==> config.mk <==
export PLATFORM = sky130hd
export DESIGN_NAME = axis_quad_classify_and_order_unit
export DESIGN_NICKNAME = d
export VERILOG_FILES = /design/src/sv/aqco_pkg.sv /design/src/sv/aqco_core.sv /design/src/sv/axis_quad_classify_and_order_unit.sv
export SDC_FILE = /design/constraint.sdc
export NUM_CORES = 2
export LEC_CHECK = 0
export BUFFER_PORTS_ARGS = -buffer_cell sky130_fd_sc_hd__buf_2
export CORE_MARGIN = 5
export CORE_UTILIZATION = 50
export CTS_CLUSTER_SIZE = 28
export DETAILED_ROUTE_END_ITERATION = 10
export HOLD_SLACK_MARGIN = 0.1
export PLACE_DENSITY = 0.7
export SYNTH_ARGS = -nofsm -noshare
export SYNTH_HDL_FRONTEND = slang
export SYNTH_HIERARCHICAL = 1
export SYNTH_SLANG_ARGS = --single-unit
==> constraint.sdc <==
create_clock -name aclk -period 23.9 [get_ports aclk]
set_input_delay 4.78 -clock aclk [delete_from_list [all_inputs] [get_ports aclk]]
set_output_delay 4.78 -clock aclk [all_outputs]
set_load 0.01 [all_outputs]
==> src/sv/aqco_pkg.sv <==
// Shared types and constants for the quad face classify-and-order unit.
// Used by aqco_core and by the top level; depends on nothing.
`default_nettype none

package aqco_pkg;

    localparam int COORD_W = 32;
    localparam int CORNERS = 4;
    localparam int AXES    = 3;
    localparam int IN_W    = COORD_W * CORNERS * AXES;
    localparam int OUT_W   = 16;

    localparam logic [1:0] AXIS_X = 2'd0;
    localparam logic [1:0] AXIS_Y = 2'd1;
    localparam logic [1:0] AXIS_Z = 2'd2;

    typedef enum logic [1:0] {
        KIND_REPEATED    = 2'd0,
        KIND_LEFT_RIGHT  = 2'd1,
        KIND_FRONT_BACK  = 2'd2,
        KIND_TOP_BOTTOM  = 2'd3
    } face_kind_t;

    typedef logic signed [COORD_W-1:0] coord_t;
    typedef coord_t [CORNERS-1:0]      axis_row_t;
    // quad[axis][corner]
    typedef axis_row_t [AXES-1:0]      quad_t;

    // packs with face_kind in the lowest bits
    typedef struct packed {
        logic [1:0] slot3_src;
        logic [1:0] slot2_src;
        logic [1:0] slot1_src;
        logic [1:0] slot0_src;
        face_kind_t face_kind;
    } face_result_t;

endpackage

`default_nettype wire

==> src/sv/aqco_core.sv <==
// Combinational classification and corner ordering for one quad face.
// Depends on aqco_pkg for the coordinate and result types.
`default_nettype none

module aqco_core (
    input  aqco_pkg::quad_t        quad,
    output aqco_pkg::face_result_t result
);

    logic signed [aqco_pkg::COORD_W:0]     diff   [aqco_pkg::AXES][aqco_pkg::CORNERS-1];
    logic [aqco_pkg::COORD_W-1:0]          mag    [aqco_pkg::AXES][aqco_pkg::CORNERS-1];
    logic [aqco_pkg::COORD_W-1:0]          spread [aqco_pkg::AXES];
    logic [1:0]                            rank   [aqco_pkg::AXES][aqco_pkg::CORNERS];
    logic [1:0]                            prank  [aqco_pkg::CORNERS];
    logic [1:0]                            srank  [aqco_pkg::CORNERS];
    logic [1:0]                            po     [aqco_pkg::CORNERS];
    logic [1:0]                            p_axis;
    logic [1:0]                            s_axis;
    logic                                  repeated;
    aqco_pkg::face_kind_t                  kind;

    // magnitudes of neighbor differences; differences exact in 33 bits, magnitudes in 32
    always_comb begin
        for (int a = 0; a < aqco_pkg::AXES; a++) begin
            for (int k = 0; k < aqco_pkg::CORNERS - 1; k++) begin
                diff[a][k] = {quad[a][k][aqco_pkg::COORD_W-1], quad[a][k]}
                           - {quad[a][k+1][aqco_pkg::COORD_W-1], quad[a][k+1]};
                mag[a][k]  = diff[a][k][aqco_pkg::COORD_W]
                           ? aqco_pkg::COORD_W'(~diff[a][k] + 1'b1)
                           : diff[a][k][aqco_pkg::COORD_W-1:0];
            end
        end
    end

    always_comb begin
        for (int a = 0; a < aqco_pkg::AXES; a++) begin
            spread[a] = mag[a][0];
            if (mag[a][1] > spread[a]) spread[a] = mag[a][1];
            if (mag[a][2] > spread[a]) spread[a] = mag[a][2];
        end
    end

    // rank every axis in parallel; equal values rank lower index first
    always_comb begin
        for (int a = 0; a < aqco_pkg::AXES; a++) begin
            for (int i = 0; i < aqco_pkg::CORNERS; i++) begin
                rank[a][i] = 2'd0;
                for (int j = 0; j < aqco_pkg::CORNERS; j++) begin
                    if (quad[a][j] < quad[a][i] || (quad[a][j] == quad[a][i] && j < i)) begin
                        rank[a][i] = rank[a][i] + 2'd1;
                    end
                end
            end
        end
    end

    always_comb begin
        repeated = 1'b0;
        for (int i = 0; i < aqco_pkg::CORNERS - 1; i++) begin
            for (int j = i + 1; j < aqco_pkg::CORNERS; j++) begin
                if (quad[0][i] == quad[0][j] && quad[1][i] == quad[1][j]
                        && quad[2][i] == quad[2][j]) begin
                    repeated = 1'b1;
                end
            end
        end
    end

    // smallest spread names the face; ties go x, then y, then z
    always_comb begin
        if (spread[0] <= spread[1] && spread[0] <= spread[2]) begin
            kind   = aqco_pkg::KIND_LEFT_RIGHT;
            p_axis = aqco_pkg::AXIS_Z;
            s_axis = aqco_pkg::AXIS_Y;
        end else if (spread[1] <= spread[2]) begin
            kind   = aqco_pkg::KIND_FRONT_BACK;
            p_axis = aqco_pkg::AXIS_Z;
            s_axis = aqco_pkg::AXIS_X;
        end else begin
            kind   = aqco_pkg::KIND_TOP_BOTTOM;
            p_axis = aqco_pkg::AXIS_Y;
            s_axis = aqco_pkg::AXIS_X;
        end
    end

    always_comb begin
        for (int i = 0; i < aqco_pkg::CORNERS; i++) begin
            prank[i] = rank[p_axis][i];
            srank[i] = rank[s_axis][i];
        end
        for (int r = 0; r < aqco_pkg::CORNERS; r++) begin
            po[r] = 2'd0;
            for (int i = 0; i < aqco_pkg::CORNERS; i++) begin
                if (prank[i] == 2'(r)) po[r] = 2'(i);
            end
        end
    end

    always_comb begin
        if (repeated) begin
            result.face_kind = aqco_pkg::KIND_REPEATED;
            result.slot0_src = 2'd0;
            result.slot1_src = 2'd1;
            result.slot2_src = 2'd2;
            result.slot3_src = 2'd3;
        end else begin
            result.face_kind = kind;
            // upper pair: the one that is also low on the secondary axis goes first
            if (!srank[po[2]][1]) begin
                result.slot0_src = po[2];
                result.slot1_src = po[3];
            end else begin
                result.slot0_src = po[3];
                result.slot1_src = po[2];
            end
            // lower pair: the one that is high on the secondary axis goes first
            if (srank[po[0]][1]) begin
                result.slot2_src = po[0];
                result.slot3_src = po[1];
            end else begin
                result.slot2_src = po[1];
                result.slot3_src = po[0];
            end
        end
    end

endmodule

`default_nettype wire

==> src/sv/axis_quad_classify_and_order_unit.sv <==
// Top level of the quad face classify-and-order unit: stream ports, input and result registers.
// Depends on aqco_pkg and aqco_core.
`default_nettype none

// Takes one quad face per beat (four corners, x/y/z each signed Q16.16) and returns one
// result beat per face: the face kind and the original indices of the four corners in
// output order. Throughput is one face per clock while m_tready allows; an accepted face passes
// through the input register and then the result register, with the
// classify and rank logic between them. Both registers advance whenever the result
// register is empty or being drained, so s_tready follows m_tready within the cycle.
module axis_quad_classify_and_order_unit (
    input  wire logic                        aclk,
    input  wire logic                        aresetn,
    input  wire logic                        s_tvalid,
    output logic                             s_tready,
    // ax, ay, az, bx, by, bz, cx, cy, cz, dx, dy, dz: 32 bits each from bit 0 up
    input  wire logic [aqco_pkg::IN_W-1:0]   s_tdata,
    output logic                             m_tvalid,
    input  wire logic                        m_tready,
    // face_kind[1:0], slot0_src[3:2], slot1_src[5:4], slot2_src[7:6], slot3_src[9:8], zeros
    output logic [aqco_pkg::OUT_W-1:0]       m_tdata
);

    logic                            in_valid_reg;
    logic [aqco_pkg::IN_W-1:0]       in_data_reg;
    logic                            out_valid_reg;
    aqco_pkg::face_result_t          out_data_reg;
    aqco_pkg::face_result_t          out_data_next;
    aqco_pkg::quad_t                 quad;
    logic                            out_adv;

    assign out_adv  = !out_valid_reg || m_tready;
    assign s_tready = !in_valid_reg || out_adv;

    always_comb begin
        for (int c = 0; c < aqco_pkg::CORNERS; c++) begin
            for (int a = 0; a < aqco_pkg::AXES; a++) begin
                quad[a][c] = in_data_reg[(c * aqco_pkg::AXES + a) * aqco_pkg::COORD_W
                                         +: aqco_pkg::COORD_W];
            end
        end
    end

    aqco_core u_core (
        .quad   (quad),
        .result (out_data_next)
    );

    always_ff @(posedge aclk) begin
        if (!aresetn) begin
            in_valid_reg  <= 1'b0;
            out_valid_reg <= 1'b0;
        end else begin
            if (s_tready) in_valid_reg <= s_tvalid;
            if (out_adv) out_valid_reg <= in_valid_reg;
        end
    end

    always_ff @(posedge aclk) begin
        if (s_tvalid && s_tready) in_data_reg <= s_tdata;
        if (out_adv && in_valid_reg) out_data_reg <= out_data_next;
    end

    assign m_tvalid = out_valid_reg;
    assign m_tdata  = {{(aqco_pkg::OUT_W - $bits(aqco_pkg::face_result_t)){1'b0}}, out_data_reg};

endmodule

`default_nettype wire

==> results.txt <==
layout cell share with drive strength beyond 1 = 9.71%
Final nets = 7796
H-tree levels = 2
asr flop ratio synth = 0%
Starting Density = 50.5%
wire length per cell = 21.8 µm
Max Freq = 0.0617 GHz
area grow syn2layout = 9.62%
post-route ant nets = 0
first-pass GRT wire length = 262 mm
Die H = 331 µm
die area = 110000 µm²
PostCTS Resize Cnt = 0
Setup violations, final = 0
P_leak = 25.7 nW
crit-path max FO = 52
Hold Fails Final Rpt = 0
drt via density = 6.13
outcome = finished, violations left
DRT Wirelength = 173 mm
Post-synth EDFFs = 394
clock transition at the registers of the reported paths = 60 ps
violations in the final reports = capacitance limit, slew limit
postcts setup bufs = 0
CP endpoint kind = flip-flop
core footprint = 102000 µm²
CP max stage cell = a311oi_1
routability cong. = 1.02
Worst path max stage delay = 550 ps
synth warn = 6
global route overflow = 0
#FFs+latches synth = 396
sequential cell area = 11900 µm²
required time worst endpoint = 24260 ps
max-slew violations = 5
Reg2Reg Depth = 69
register area share after synthesis = 23.0%
final cell utilization of the core = 55.4%
reg2reg start = in_data_reg[193]
Fin Hold WS = 530 ps
post-route cell area = 56600 µm²
vias = 48600
WS Path Type = reg2reg
CP Launch Point = in_data_reg[193]
R2R Path End = m_tdata[4]
final critical-path share of the clock period = 67.9%
Largest register FFs = 384
root buffer cell = clkbuf_16
min cycle time layout = 16220 ps
RSZ-0062 raised after global routing = no
CTS Buf Count = 43
# IOs = 406
slew margin rel. = -1.79%
hold depth = 2
CP arrival = 16580 ps
VDD IR max = 0.128 mV
TritonCTS Sinks = 396
CP Launch Type = flip-flop
pin count of the biggest net entering global routing = 79
fillcell total = 9569
Syn Inst Count = 6159
multi-input logic area = 37400 µm²
row cnt = 117
Detailed Place HPWL = 147 mm
DRC Markers = 0
initial antenna violation count = 6
worst slew pin tran = 1510 ps
Placement Cell Area = 55200 µm²
Die X = 331 µm
clock buffer depth = 3
worst hold path class = reg2reg
CTS tree = yes
final setup TNS = 0 ps
mapped cell area = 51600 µm²
CP most frequent cell = o21ai_0
Skew-Pair Late Insertion Delay = 610 ps
HP Start = m_tvalid
synthesized area per cell = 8.39 µm²
Global Route Usage Sum = 29.6%
WHS Endpoint = in_valid_reg
power per cell area = 114 nW/µm²
Main synth FF type = edfxtp_1
skew final = 10.1 ps
drt pass-1 iters = 6
max cap viols = 1
CTS Hold Buffers Added = 0
count of cell types in the netlist = 108
vias in the first global route = 46100
IO buf count = 399
Detailed Route Iter0 Violations = 4351
R2R setup slack = 7680 ps
-- synthesized netlist by cell type (22+ instances only) --
master | instances | area (µm²)
ha_1 | 884 | 11100
inv_1 | 528 | 1980
a21oi_1 | 496 | 2480
o21ai_0 | 440 | 2200
nor2_1 | 403 | 1510
edfxtp_1 | 394 | 11800
nand2_1 | 384 | 1440
xnor2_1 | 271 | 2370
a21o_1 | 232 | 1740
xor2_1 | 193 | 1690
nand4_1 | 189 | 1180
nor2b_1 | 172 | 1080
nor3_1 | 142 | 711
nand2b_1 | 132 | 826
nand3_1 | 122 | 611
clkbuf_1 | 106 | 398
o21a_1 | 82 | 616
or3_1 | 70 | 438
and3_1 | 65 | 407
a31oi_1 | 60 | 375
nor4_1 | 51 | 319
o31ai_1 | 49 | 368
or2_2 | 49 | 307
a211oi_1 | 44 | 330
o211ai_1 | 42 | 315
mux2i_1 | 40 | 400
o21bai_1 | 36 | 270
and2_1 | 35 | 219
mux2_2 | 29 | 327
a21boi_0 | 23 | 173
nor3b_1 | 23 | 173
and4_1 | 22 | 193
-- layout make-up --
class / instances / share of cell area, %
Multi-Input combinational cell: 5113 / 66.0
Antenna cell: 5 / 0.0221
Clock inverter: 32 / 0.566
Sequential cell: 396 / 21.0
Inverter: 530 / 3.51
Tap cell: 1368 / 3.02
Timing Repair Buffer: 431 / 3.95
Clock buffer: 48 / 1.97
-- placed cells by master, fill, tap and decap left out, types with 142 or more instances in the layout --
cell type and instances:
ha_1 884, nor2b_1 172, buf_2 399, xnor2_1 271, nand2_1 384, nor2_1 403
nor3_1 142, edfxtp_1 394, a21o_1 232, xor2_1 193, nand4_1 189, a21oi_1 493
inv_1 528, o21ai_0 439
-- routing by layer --
layer  routed length [µm]  vias up  global-route usage [%]
met5                    0        -                       0
met3                12200      283                    3.57
met1                75600    22900                    40.0
met4                 6680        0                    10.3
met2                78200     1878                    49.2
li1                     -    23500                       -
-- power by group --
group	switching, mW	internal [mW]
combinational	2.99	1.88
sequential	0.0381	0.854
clock	0.290	0.393
total	3.32	3.13
-- metrics by stage --
stage / worst slack, ps / power [mW] / cells
after floorplan: 8120 / 4.43 / 6164
after global placement: 8060 / 5.60 / 7838
after detailed placement: 7970 / 5.66 / 7838
after CTS: 7900 / 6.38 / 7918
after global routing: 6180 / 7.04 / 7923
final: 7680 / 6.45 / 7923
-- worst max path at each step --
stage | slack, ps | endpoint
finish | 7680 | m_tdata[4]
global route | 6180 | m_tdata[4]
floorplan | 8120 | in_data_reg[0]
detailed placement | 7970 | m_tdata[4]
CTS | 7900 | m_tdata[4]
global placement | 8060 | m_tdata[4]
-- critical path, delay by kind of cell, from the launching register on --
kind	cells	cell delay (ps)
flip-flops	1	460
multiplexers	1	410
AO/OA/AOI/OAI	42	10210
AND/OR/NAND/NOR	16	2490
buffers and inverters	5	900
adder cells (fa/ha/maj)	4	1300
XOR/XNOR	1	190
-- cells by family after synthesis --
kind of cell	count (synthesis)	synth area share, %
AOI/OAI and AO/OA	1745	21.5
adders and majority gates	898	21.9
buffers and inverters	655	4.85
muxes	69	1.41
and+or+nand+nor	1930	19.5
DFF	396	23.0
other	1	0.00726
xor gates and xnor gates	465	7.91
No activity file was read; power rests on OpenSTA's default activity.
